$ cat config.mk
export PLATFORM = sky130hd
export DESIGN_NAME = power_squelch_gate_top
export DESIGN_NICKNAME = d
export VERILOG_FILES = /design/src/rtl/psg_pkg.sv /design/src/rtl/psg_cell.sv /design/src/rtl/psg_window.sv /design/src/rtl/psg_gate.sv /design/src/rtl/power_squelch_gate_top.sv
export SDC_FILE = /design/constraint.sdc
export NUM_CORES = 2
export LEC_CHECK = 0
export BUFFER_PORTS_ARGS = -buffer_cell sky130_fd_sc_hd__buf_4
export CORE_MARGIN = 2
export CORE_UTILIZATION = 45
export CTS_CLUSTER_SIZE = 16
export DETAILED_ROUTE_END_ITERATION = 6
export PLACE_DENSITY_LB_ADDON = 0.08
export SYNTH_ARGS = -nofsm -noshare
export SYNTH_HDL_FRONTEND = slang
export SYNTH_SLANG_ARGS = --single-unit
$ cat constraint.sdc
create_clock -name clk -period 21 [get_ports clk]
set_input_delay 1.05 -clock clk [delete_from_list [all_inputs] [get_ports clk]]
set_output_delay 1.05 -clock clk [all_outputs]
set_load 0.01 [all_outputs]
$ cat src/rtl/psg_pkg.sv
`timescale 1ns / 1ps
`default_nettype none

package psg_pkg;

  // Window length is a power of two, given by its log.
  localparam int AVG_LOG2 = 4;
  localparam int AVG_LEN  = 1 << AVG_LOG2;
  localparam int PWR_W    = 32;
  localparam int SUM_W    = PWR_W + AVG_LOG2;
  localparam int GATE_W   = 16;
  localparam int CNT_W    = GATE_W + 1;
  localparam int CFG_IDX_W = 8;

  localparam logic [CFG_IDX_W-1:0] REG_SQUELCH_LEVEL = CFG_IDX_W'(0);
  localparam logic [CFG_IDX_W-1:0] REG_GATE_SAMPLES  = CFG_IDX_W'(1);

  typedef struct packed {
    logic [PWR_W-1:0] power;
    logic [PWR_W-1:0] avg_power;
    logic             squelch_open;
    logic [CNT_W-1:0] gate_count;
  } psg_result_t;

  typedef struct packed {
    logic [PWR_W-1:0]  squelch_level;
    logic [GATE_W-1:0] gate_samples;
  } psg_cfg_t;

endpackage

`default_nettype wire

$ cat src/rtl/psg_cell.sv
`timescale 1ns / 1ps
`default_nettype none

module psg_cell (
  input  wire logic                     clk,
  input  wire logic                     rst_n,
  input  wire logic                     shift,
  input  wire logic [psg_pkg::PWR_W-1:0] d_in,
  output logic      [psg_pkg::PWR_W-1:0] q_out
);

  logic [psg_pkg::PWR_W-1:0] q_r;

  always_ff @(posedge clk) begin
    if (!rst_n) begin
      q_r <= '0;
    end else if (shift) begin
      q_r <= d_in;
    end
  end

  assign q_out = q_r;

endmodule

`default_nettype wire

$ cat src/rtl/psg_window.sv
`timescale 1ns / 1ps
`default_nettype none

module psg_window (
  input  wire logic                      clk,
  input  wire logic                      rst_n,
  input  wire logic                      shift,
  input  wire logic [psg_pkg::PWR_W-1:0] p_in,
  output logic      [psg_pkg::PWR_W-1:0] avg_nxt
);

  logic [psg_pkg::PWR_W-1:0] taps [psg_pkg::AVG_LEN];
  logic [psg_pkg::SUM_W-1:0] sum_r;
  logic [psg_pkg::SUM_W-1:0] sum_nxt;

  for (genvar k = 0; k < psg_pkg::AVG_LEN; k++) begin : g_cell
    if (k == 0) begin : g_head
      psg_cell u_cell (
        .clk   (clk),
        .rst_n (rst_n),
        .shift (shift),
        .d_in  (p_in),
        .q_out (taps[k])
      );
    end else begin : g_body
      psg_cell u_cell (
        .clk   (clk),
        .rst_n (rst_n),
        .shift (shift),
        .d_in  (taps[k-1]),
        .q_out (taps[k])
      );
    end
  end

  // Drop the oldest power, add the new one.
  assign sum_nxt = sum_r
                 - {{psg_pkg::AVG_LOG2{1'b0}}, taps[psg_pkg::AVG_LEN-1]}
                 + {{psg_pkg::AVG_LOG2{1'b0}}, p_in};

  assign avg_nxt = sum_nxt[psg_pkg::SUM_W-1:psg_pkg::AVG_LOG2];

  always_ff @(posedge clk) begin
    if (!rst_n) begin
      sum_r <= '0;
    end else if (shift) begin
      sum_r <= sum_nxt;
    end
  end

endmodule

`default_nettype wire

$ cat src/rtl/psg_gate.sv
`timescale 1ns / 1ps
`default_nettype none

module psg_gate (
  input  wire logic                      clk,
  input  wire logic                      rst_n,
  input  wire logic                      load,
  input  wire logic                      valid_in,
  input  wire psg_pkg::psg_cfg_t         cfg,
  input  wire logic [psg_pkg::PWR_W-1:0] power_in,
  input  wire logic [psg_pkg::PWR_W-1:0] avg_in,
  output logic                           valid_out,
  output psg_pkg::psg_result_t           result
);

  logic [psg_pkg::CNT_W-1:0] cnt_r;
  logic [psg_pkg::CNT_W-1:0] cnt_nxt;
  logic [psg_pkg::CNT_W-1:0] cnt_lim;
  logic                      open_nxt;
  logic                      below;
  logic                      valid_r;
  psg_pkg::psg_result_t      result_r;

  assign below   = avg_in < cfg.squelch_level;
  assign cnt_lim = {cfg.gate_samples, 1'b0};

  always_comb begin
    cnt_nxt  = cnt_r;
    open_nxt = !below;
    if (cfg.gate_samples != '0) begin
      if (below) begin
        if (cnt_r != '0) begin
          cnt_nxt = cnt_r - psg_pkg::CNT_W'(1);
        end
      end else if (cnt_r < cnt_lim) begin
        cnt_nxt = cnt_r + psg_pkg::CNT_W'(1);
      end
      open_nxt = cnt_nxt >= {1'b0, cfg.gate_samples};
    end
  end

  always_ff @(posedge clk) begin
    if (!rst_n) begin
      cnt_r   <= '0;
      valid_r <= 1'b0;
    end else if (load) begin
      valid_r <= valid_in;
      if (valid_in) begin
        cnt_r <= cnt_nxt;
      end
    end
  end

  always_ff @(posedge clk) begin
    if (load) begin
      result_r.power        <= power_in;
      result_r.avg_power    <= avg_in;
      result_r.squelch_open <= open_nxt;
      result_r.gate_count   <= cnt_nxt;
    end
  end

  assign valid_out = valid_r;
  assign result    = result_r;

endmodule

`default_nettype wire

$ cat src/rtl/power_squelch_gate_top.sv
`timescale 1ns / 1ps
`default_nettype none

// Power squelch with hysteresis gate. One I/Q sample is taken per clock while
// in_stall is low, each giving one result; squaring, power sum, window update
// and gate decision are one stage each. The average is the sum over a row of
// window cells (16 by default, always a power of two) divided by the window
// length; the sustained rate of one sample per clock is set by the window sum,
// which updates once per cycle. Stages stall one by one from the output, so a
// held result does not stop the upstream stages filling. The user must write
// squelch_level and gate_samples via the cfg port while idle (not enforced).
module power_squelch_gate_top (
  input  wire logic                          clk,
  input  wire logic                          rst_n,
  input  wire logic                          in_valid,
  output logic                               in_stall,
  input  wire logic signed [15:0]            in_sample_i,
  input  wire logic signed [15:0]            in_sample_q,
  output logic                               out_valid,
  input  wire logic                          out_stall,
  output logic [psg_pkg::PWR_W-1:0]          out_power,
  output logic [psg_pkg::PWR_W-1:0]          out_avg_power,
  output logic                               out_squelch_open,
  output logic [psg_pkg::CNT_W-1:0]          out_gate_count,
  input  wire logic                          cfg_valid,
  output logic                               cfg_ready,
  input  wire logic [psg_pkg::CFG_IDX_W-1:0] cfg_index,
  input  wire logic [31:0]                   cfg_data
);

  psg_pkg::psg_cfg_t    cfg_r;
  psg_pkg::psg_result_t result;

  logic                      v1_r, v2_r, v3_r;
  logic                      e1, e2, e3, e4;
  logic [30:0]               sqi_r, sqq_r;
  logic signed [31:0]        prod_i, prod_q;
  logic [psg_pkg::PWR_W-1:0] p2_r, p3_r;
  logic [psg_pkg::PWR_W-1:0] p2_nxt;
  logic [psg_pkg::PWR_W-1:0] avg_nxt;
  logic [psg_pkg::PWR_W-1:0] avg3_r;

  assign cfg_ready = 1'b1;

  always_ff @(posedge clk) begin
    if (!rst_n) begin
      cfg_r <= '0;
    end else if (cfg_valid) begin
      case (cfg_index)
        psg_pkg::REG_SQUELCH_LEVEL: cfg_r.squelch_level <= cfg_data;
        psg_pkg::REG_GATE_SAMPLES:  cfg_r.gate_samples  <= cfg_data[psg_pkg::GATE_W-1:0];
        default: ;
      endcase
    end
  end

  // Each stage advances when empty or when the next one advances.
  assign e4       = !out_valid || !out_stall;
  assign e3       = !v3_r || e4;
  assign e2       = !v2_r || e3;
  assign e1       = !v1_r || e2;
  assign in_stall = !e1;

  assign prod_i = in_sample_i * in_sample_i;
  assign prod_q = in_sample_q * in_sample_q;
  assign p2_nxt = {1'b0, sqi_r} + {1'b0, sqq_r};

  always_ff @(posedge clk) begin
    if (!rst_n) begin
      v1_r <= 1'b0;
      v2_r <= 1'b0;
      v3_r <= 1'b0;
    end else begin
      if (e1) v1_r <= in_valid;
      if (e2) v2_r <= v1_r;
      if (e3) v3_r <= v2_r;
    end
  end

  always_ff @(posedge clk) begin
    if (e1) begin
      sqi_r <= prod_i[30:0];
      sqq_r <= prod_q[30:0];
    end
    if (e2) begin
      p2_r <= p2_nxt;
    end
    if (e3) begin
      p3_r   <= p2_r;
      avg3_r <= avg_nxt;
    end
  end

  psg_window u_window (
    .clk     (clk),
    .rst_n   (rst_n),
    .shift   (e3 && v2_r),
    .p_in    (p2_r),
    .avg_nxt (avg_nxt)
  );

  psg_gate u_gate (
    .clk       (clk),
    .rst_n     (rst_n),
    .load      (e4),
    .valid_in  (v3_r),
    .cfg       (cfg_r),
    .power_in  (p3_r),
    .avg_in    (avg3_r),
    .valid_out (out_valid),
    .result    (result)
  );

  assign out_power        = result.power;
  assign out_avg_power    = result.avg_power;
  assign out_squelch_open = result.squelch_open;
  assign out_gate_count   = result.gate_count;

  a_stall_only_when_full: assert property (@(posedge clk) disable iff (!rst_n)
    in_stall |-> (out_valid && out_stall && v1_r && v2_r && v3_r))
    else $error("input stalled while a stage was free");

  a_power_range: assert property (@(posedge clk) disable iff (!rst_n)
    out_valid |-> (out_power <= 32'h8000_0000))
    else $error("power out of range");

  a_avg_range: assert property (@(posedge clk) disable iff (!rst_n)
    out_valid |-> (out_avg_power <= 32'h8000_0000))
    else $error("window average out of range");

endmodule

`default_nettype wire

==> impl_metrics.tcl <==
set metrics [dict create \
    power.density_mw_per_mm2 181.9 \
    dp_hpwl_mm 86.38 \
    clock_skew_ns 0.04924 \
    place_area_sq_mm 0.05440 \
    switching_power_mw 4.430 \
    ys_types 77 \
    ys_seq_area_frac 0.3743 \
    p_seq_frac 0.244 \
    critPathMaxStageDelay_ns 0.52 \
    max_freq_mhz 147.1 \
    grt_pass1_wl_mm 192.3 \
    viasPerCell 5.006 \
    critPathKind "in -> reg" \
    slew_headroom 0.2545 \
    numCtsBuffers 93 \
    setup.worst_path.end_class "register" \
    synth_seq_cells 855 \
    antenna_found_initial 2 \
    critPathSlowestCell "fa_1" \
    grt_max_degree 208 \
    fin_area_sq_mm 0.05741 \
    utilization 0.5007 \
    grt_pass1_vias 36570 \
    grt_overflow 0 \
    maxSlewViolCount 0 \
    syn_nets 6612 \
    arrival_ns 7.18 \
    status "completed" \
    crit_top_cell "fa_1" \
    clk_latency_ns 0.67 \
    root_buffer "clkbuf_16" \
    setup_violations 0 \
    hold_violations 0 \
    place_ws_ns 13.51 \
    via_count 36760 \
    cts_tree "built" \
    clockPowerShare 0.153 \
    area_growth_pct 10.19 \
    async_flop_share 0 \
    gr-usage-all-layers 0.2031 \
    rrSetupSlack_ns 14.54 \
    clock-sinks 855 \
    initialDrtViolationCount 2188 \
    ctsResizeCount 0 \
    wl_per_cell_microns 16.17 \
    worstPathRequired_ns 21.39 \
    synth_warnings 0 \
    ant_nets 0 \
    fill_cells 11030 \
    combPwrFrac 0.603 \
    post_cts_buffers 0 \
    hp-class "reg -> reg" \
    dr.pass1.iters 5 \
    grt_setup_unrepaired "no" \
    synth_edf_count 238 \
    postSynthAreaPerCell_sq_um 9.062 \
    swShare 0.4243 \
    start_kind "input pin" \
    syn_area_sq_mm 0.05210 \
    period_minus_slack_ns 6.796 \
    die_y_microns 344.3 \
    worstMarginPinSlew_ns 1.118 \
    port_buffers 160 \
    clk_pin_slew_worst_paths_ns 0.05 \
    drive_gt1_frac 0.06174 \
    internal-power_mw 6.011 \
    min_period_over_period 0.3236 \
    antenna_cells 0 \
    ios 162 \
    irDropWorstVdd_mv 0.2277 \
    setup_tns_ns 0 \
    core.rowCount 124 \
    dieArea_sq_mm 0.1185 \
    ctsLongestPathBuffers 3 \
    syn_inst 5749 \
    start_util 0.4544 \
    power.leakage_nw 24.30 \
    drc_errors 0 \
    place_congestion 0.8794 \
    htree_num_levels 3 \
    cap_viol_max_count 0 \
    cp_max_fo 13 \
    core-area_sq_mm 0.1147 \
    drt_wl_total_mm 118.7 \
    ctsHoldBuffers 0 \
    num-nets-final 6619 \
    setup_slack_ns 14.20 \
    synthFlopType "dfxtp_1" \
    fp.dieW_microns 344.3 \
]
[worst max-delay path, delay by kind of cell]
kind	cells	cell delay, ns
XOR/XNOR	2	0.27
AND/OR/NAND/NOR	1	0.23
AO/OA/AOI/OAI	9	1.81
buffers and inverters	6	0.70
adder cells (fa/ha/maj)	7	3.11
[final timing paths]
path,from,to,cells past startpoint
worst min-delay path,p3_r[28],u_gate.result[78],0
worst max-delay path,in_sample_i[3],sqi_r[30],25
worst max register to register,u_gate.cnt_r[2],u_gate.result[17],21
worst min register to register,p3_r[28],u_gate.result[78],0
[flip-flops by register name (all words and copies together) (netlist names), 17 cells and up]
register,count
p3_r,32
cfg_r,48
u_window.g_cell.g_head.u_cell.q_out,32
u_window.g_cell.g_body.u_cell.q_out,480
avg3_r,32
sqi_r,30
p2_r,32
u_gate.cnt_r,17
u_gate.result,82
u_window.sum_r,36
sqq_r,30
[cells in the final DEF, fill, tap and decap left out, drive strengths merged, types with 7 or more instances in the layout]
| cell type | synthesis | routed |
|---|---|---|
| nor3 | 26 | 26 |
| o21ai | 60 | 60 |
| buf | 18 | 182 |
| or3 | 9 | 9 |
| a31oi | 14 | 14 |
| ha | 294 | 294 |
| nand3 | 37 | 37 |
| a21oi | 681 | 681 |
| o31ai | 10 | 10 |
| clkinv | 1 | 23 |
| edfxtp | 238 | 238 |
| inv | 854 | 860 |
| nor2b | 17 | 17 |
| nor2 | 160 | 160 |
| xor2 | 40 | 40 |
| or4 | 9 | 9 |
| mux2i | 24 | 24 |
| nor4 | 12 | 12 |
| o21bai | 24 | 24 |
| xnor2 | 128 | 128 |
| clkbuf | 252 | 135 |
| a21o | 68 | 68 |
| fa | 492 | 492 |
| a211oi | 19 | 19 |
| nand2b | 35 | 35 |
| nor3b | 7 | 7 |
| and2 | 75 | 75 |
| nand2 | 1363 | 1363 |
| dfxtp | 617 | 617 |
| a31o | 11 | 11 |
| and3 | 22 | 22 |
| o21a | 20 | 20 |
| nand4 | 26 | 26 |
| o211ai | 9 | 9 |
[per-stage QoR]
step                cells  hold slack (ns)  power (mW)
floorplan            5749           0.4003       7.262
global placement     7173           0.4046       8.912
detailed placement   7173           0.4045       8.969
CTS                  7343           0.4177       10.62
global route         7343           0.4242       11.48
finish               7343           0.4170       10.44
[Yosys cell counts (all sizes together) (10+ instances only)]
| master | count | area, sq um |
|---|---|---|
| nand4 | 26 | 162.7 |
| o21bai | 24 | 180.2 |
| a21o | 68 | 510.5 |
| buf | 18 | 86.34 |
| xnor2 | 128 | 1121 |
| inv | 854 | 3206 |
| dfxtp | 617 | 12350 |
| a211oi | 19 | 142.6 |
| edfxtp | 238 | 7147 |
| nor3 | 26 | 130.1 |
| xor2 | 40 | 350.3 |
| nor2 | 160 | 608.1 |
| nand2 | 1363 | 5116 |
| o31ai | 10 | 75.07 |
| o21ai | 60 | 300.3 |
| ha | 294 | 3679 |
| mux2i | 24 | 240.2 |
| and3 | 22 | 137.6 |
| and2 | 75 | 469.2 |
| nor4 | 12 | 75.07 |
| nor2b | 17 | 106.4 |
| fa | 492 | 9849 |
| a31o | 11 | 96.34 |
| o21a | 20 | 150.1 |
| nand2b | 35 | 219.0 |
| nand3 | 37 | 185.2 |
| a31oi | 14 | 87.58 |
| clkbuf | 252 | 945.9 |
| a21oi | 681 | 3412 |
[power by group through the flow]
stage / Clock [mW] / Combinational (mW) / Sequential (mW)
2_1_floorplan: 0 / 4.79 / 2.48
4_1_cts: 1.65 / 6.42 / 2.55
3_3_place_gp: 0 / 6.33 / 2.59
6_report: 1.60 / 6.30 / 2.54
5_1_grt: 1.71 / 7.20 / 2.57
3_5_place_dp: 0 / 6.38 / 2.59
[layout make-up]
cell class	instances	area [sq um]	share of cell area
Clock buffer	135	2630	0.04581
Clock inverter	35	375.4	0.006539
Inverter	855	3218	0.05606
Multi-Input combinational cell	3769	28390	0.4945
Sequential cell	855	19500	0.3397
Tap cell	1512	1892	0.03295
Timing Repair Buffer	182	1404	0.02445
[kinds of logic (layout without fill, tap and decap cells)]
kind of cell	Yosys count	after routing	synth area share
muxes	26	26	0.005044
DFF	855	855	0.3743
adders and majority gates	786	786	0.2597
AOI/OAI and AO/OA	971	971	0.1064
other	1	1	0.00007198
xor gates and xnor gates	168	168	0.02824
buffers and inverters	1125	1207	0.08142
and+or+nand+nor	1817	1817	0.1449
[per-layer routing]
metal  track usage  up-vias  wire (microns)
met3       0.01946      129            3423
li1              -    18260               -
met4       0.05236        0            2348
met2        0.3661      465           60810
met1        0.2607    17900           52130
met5             0        -               0
Power figures use the tool's default switching activity.
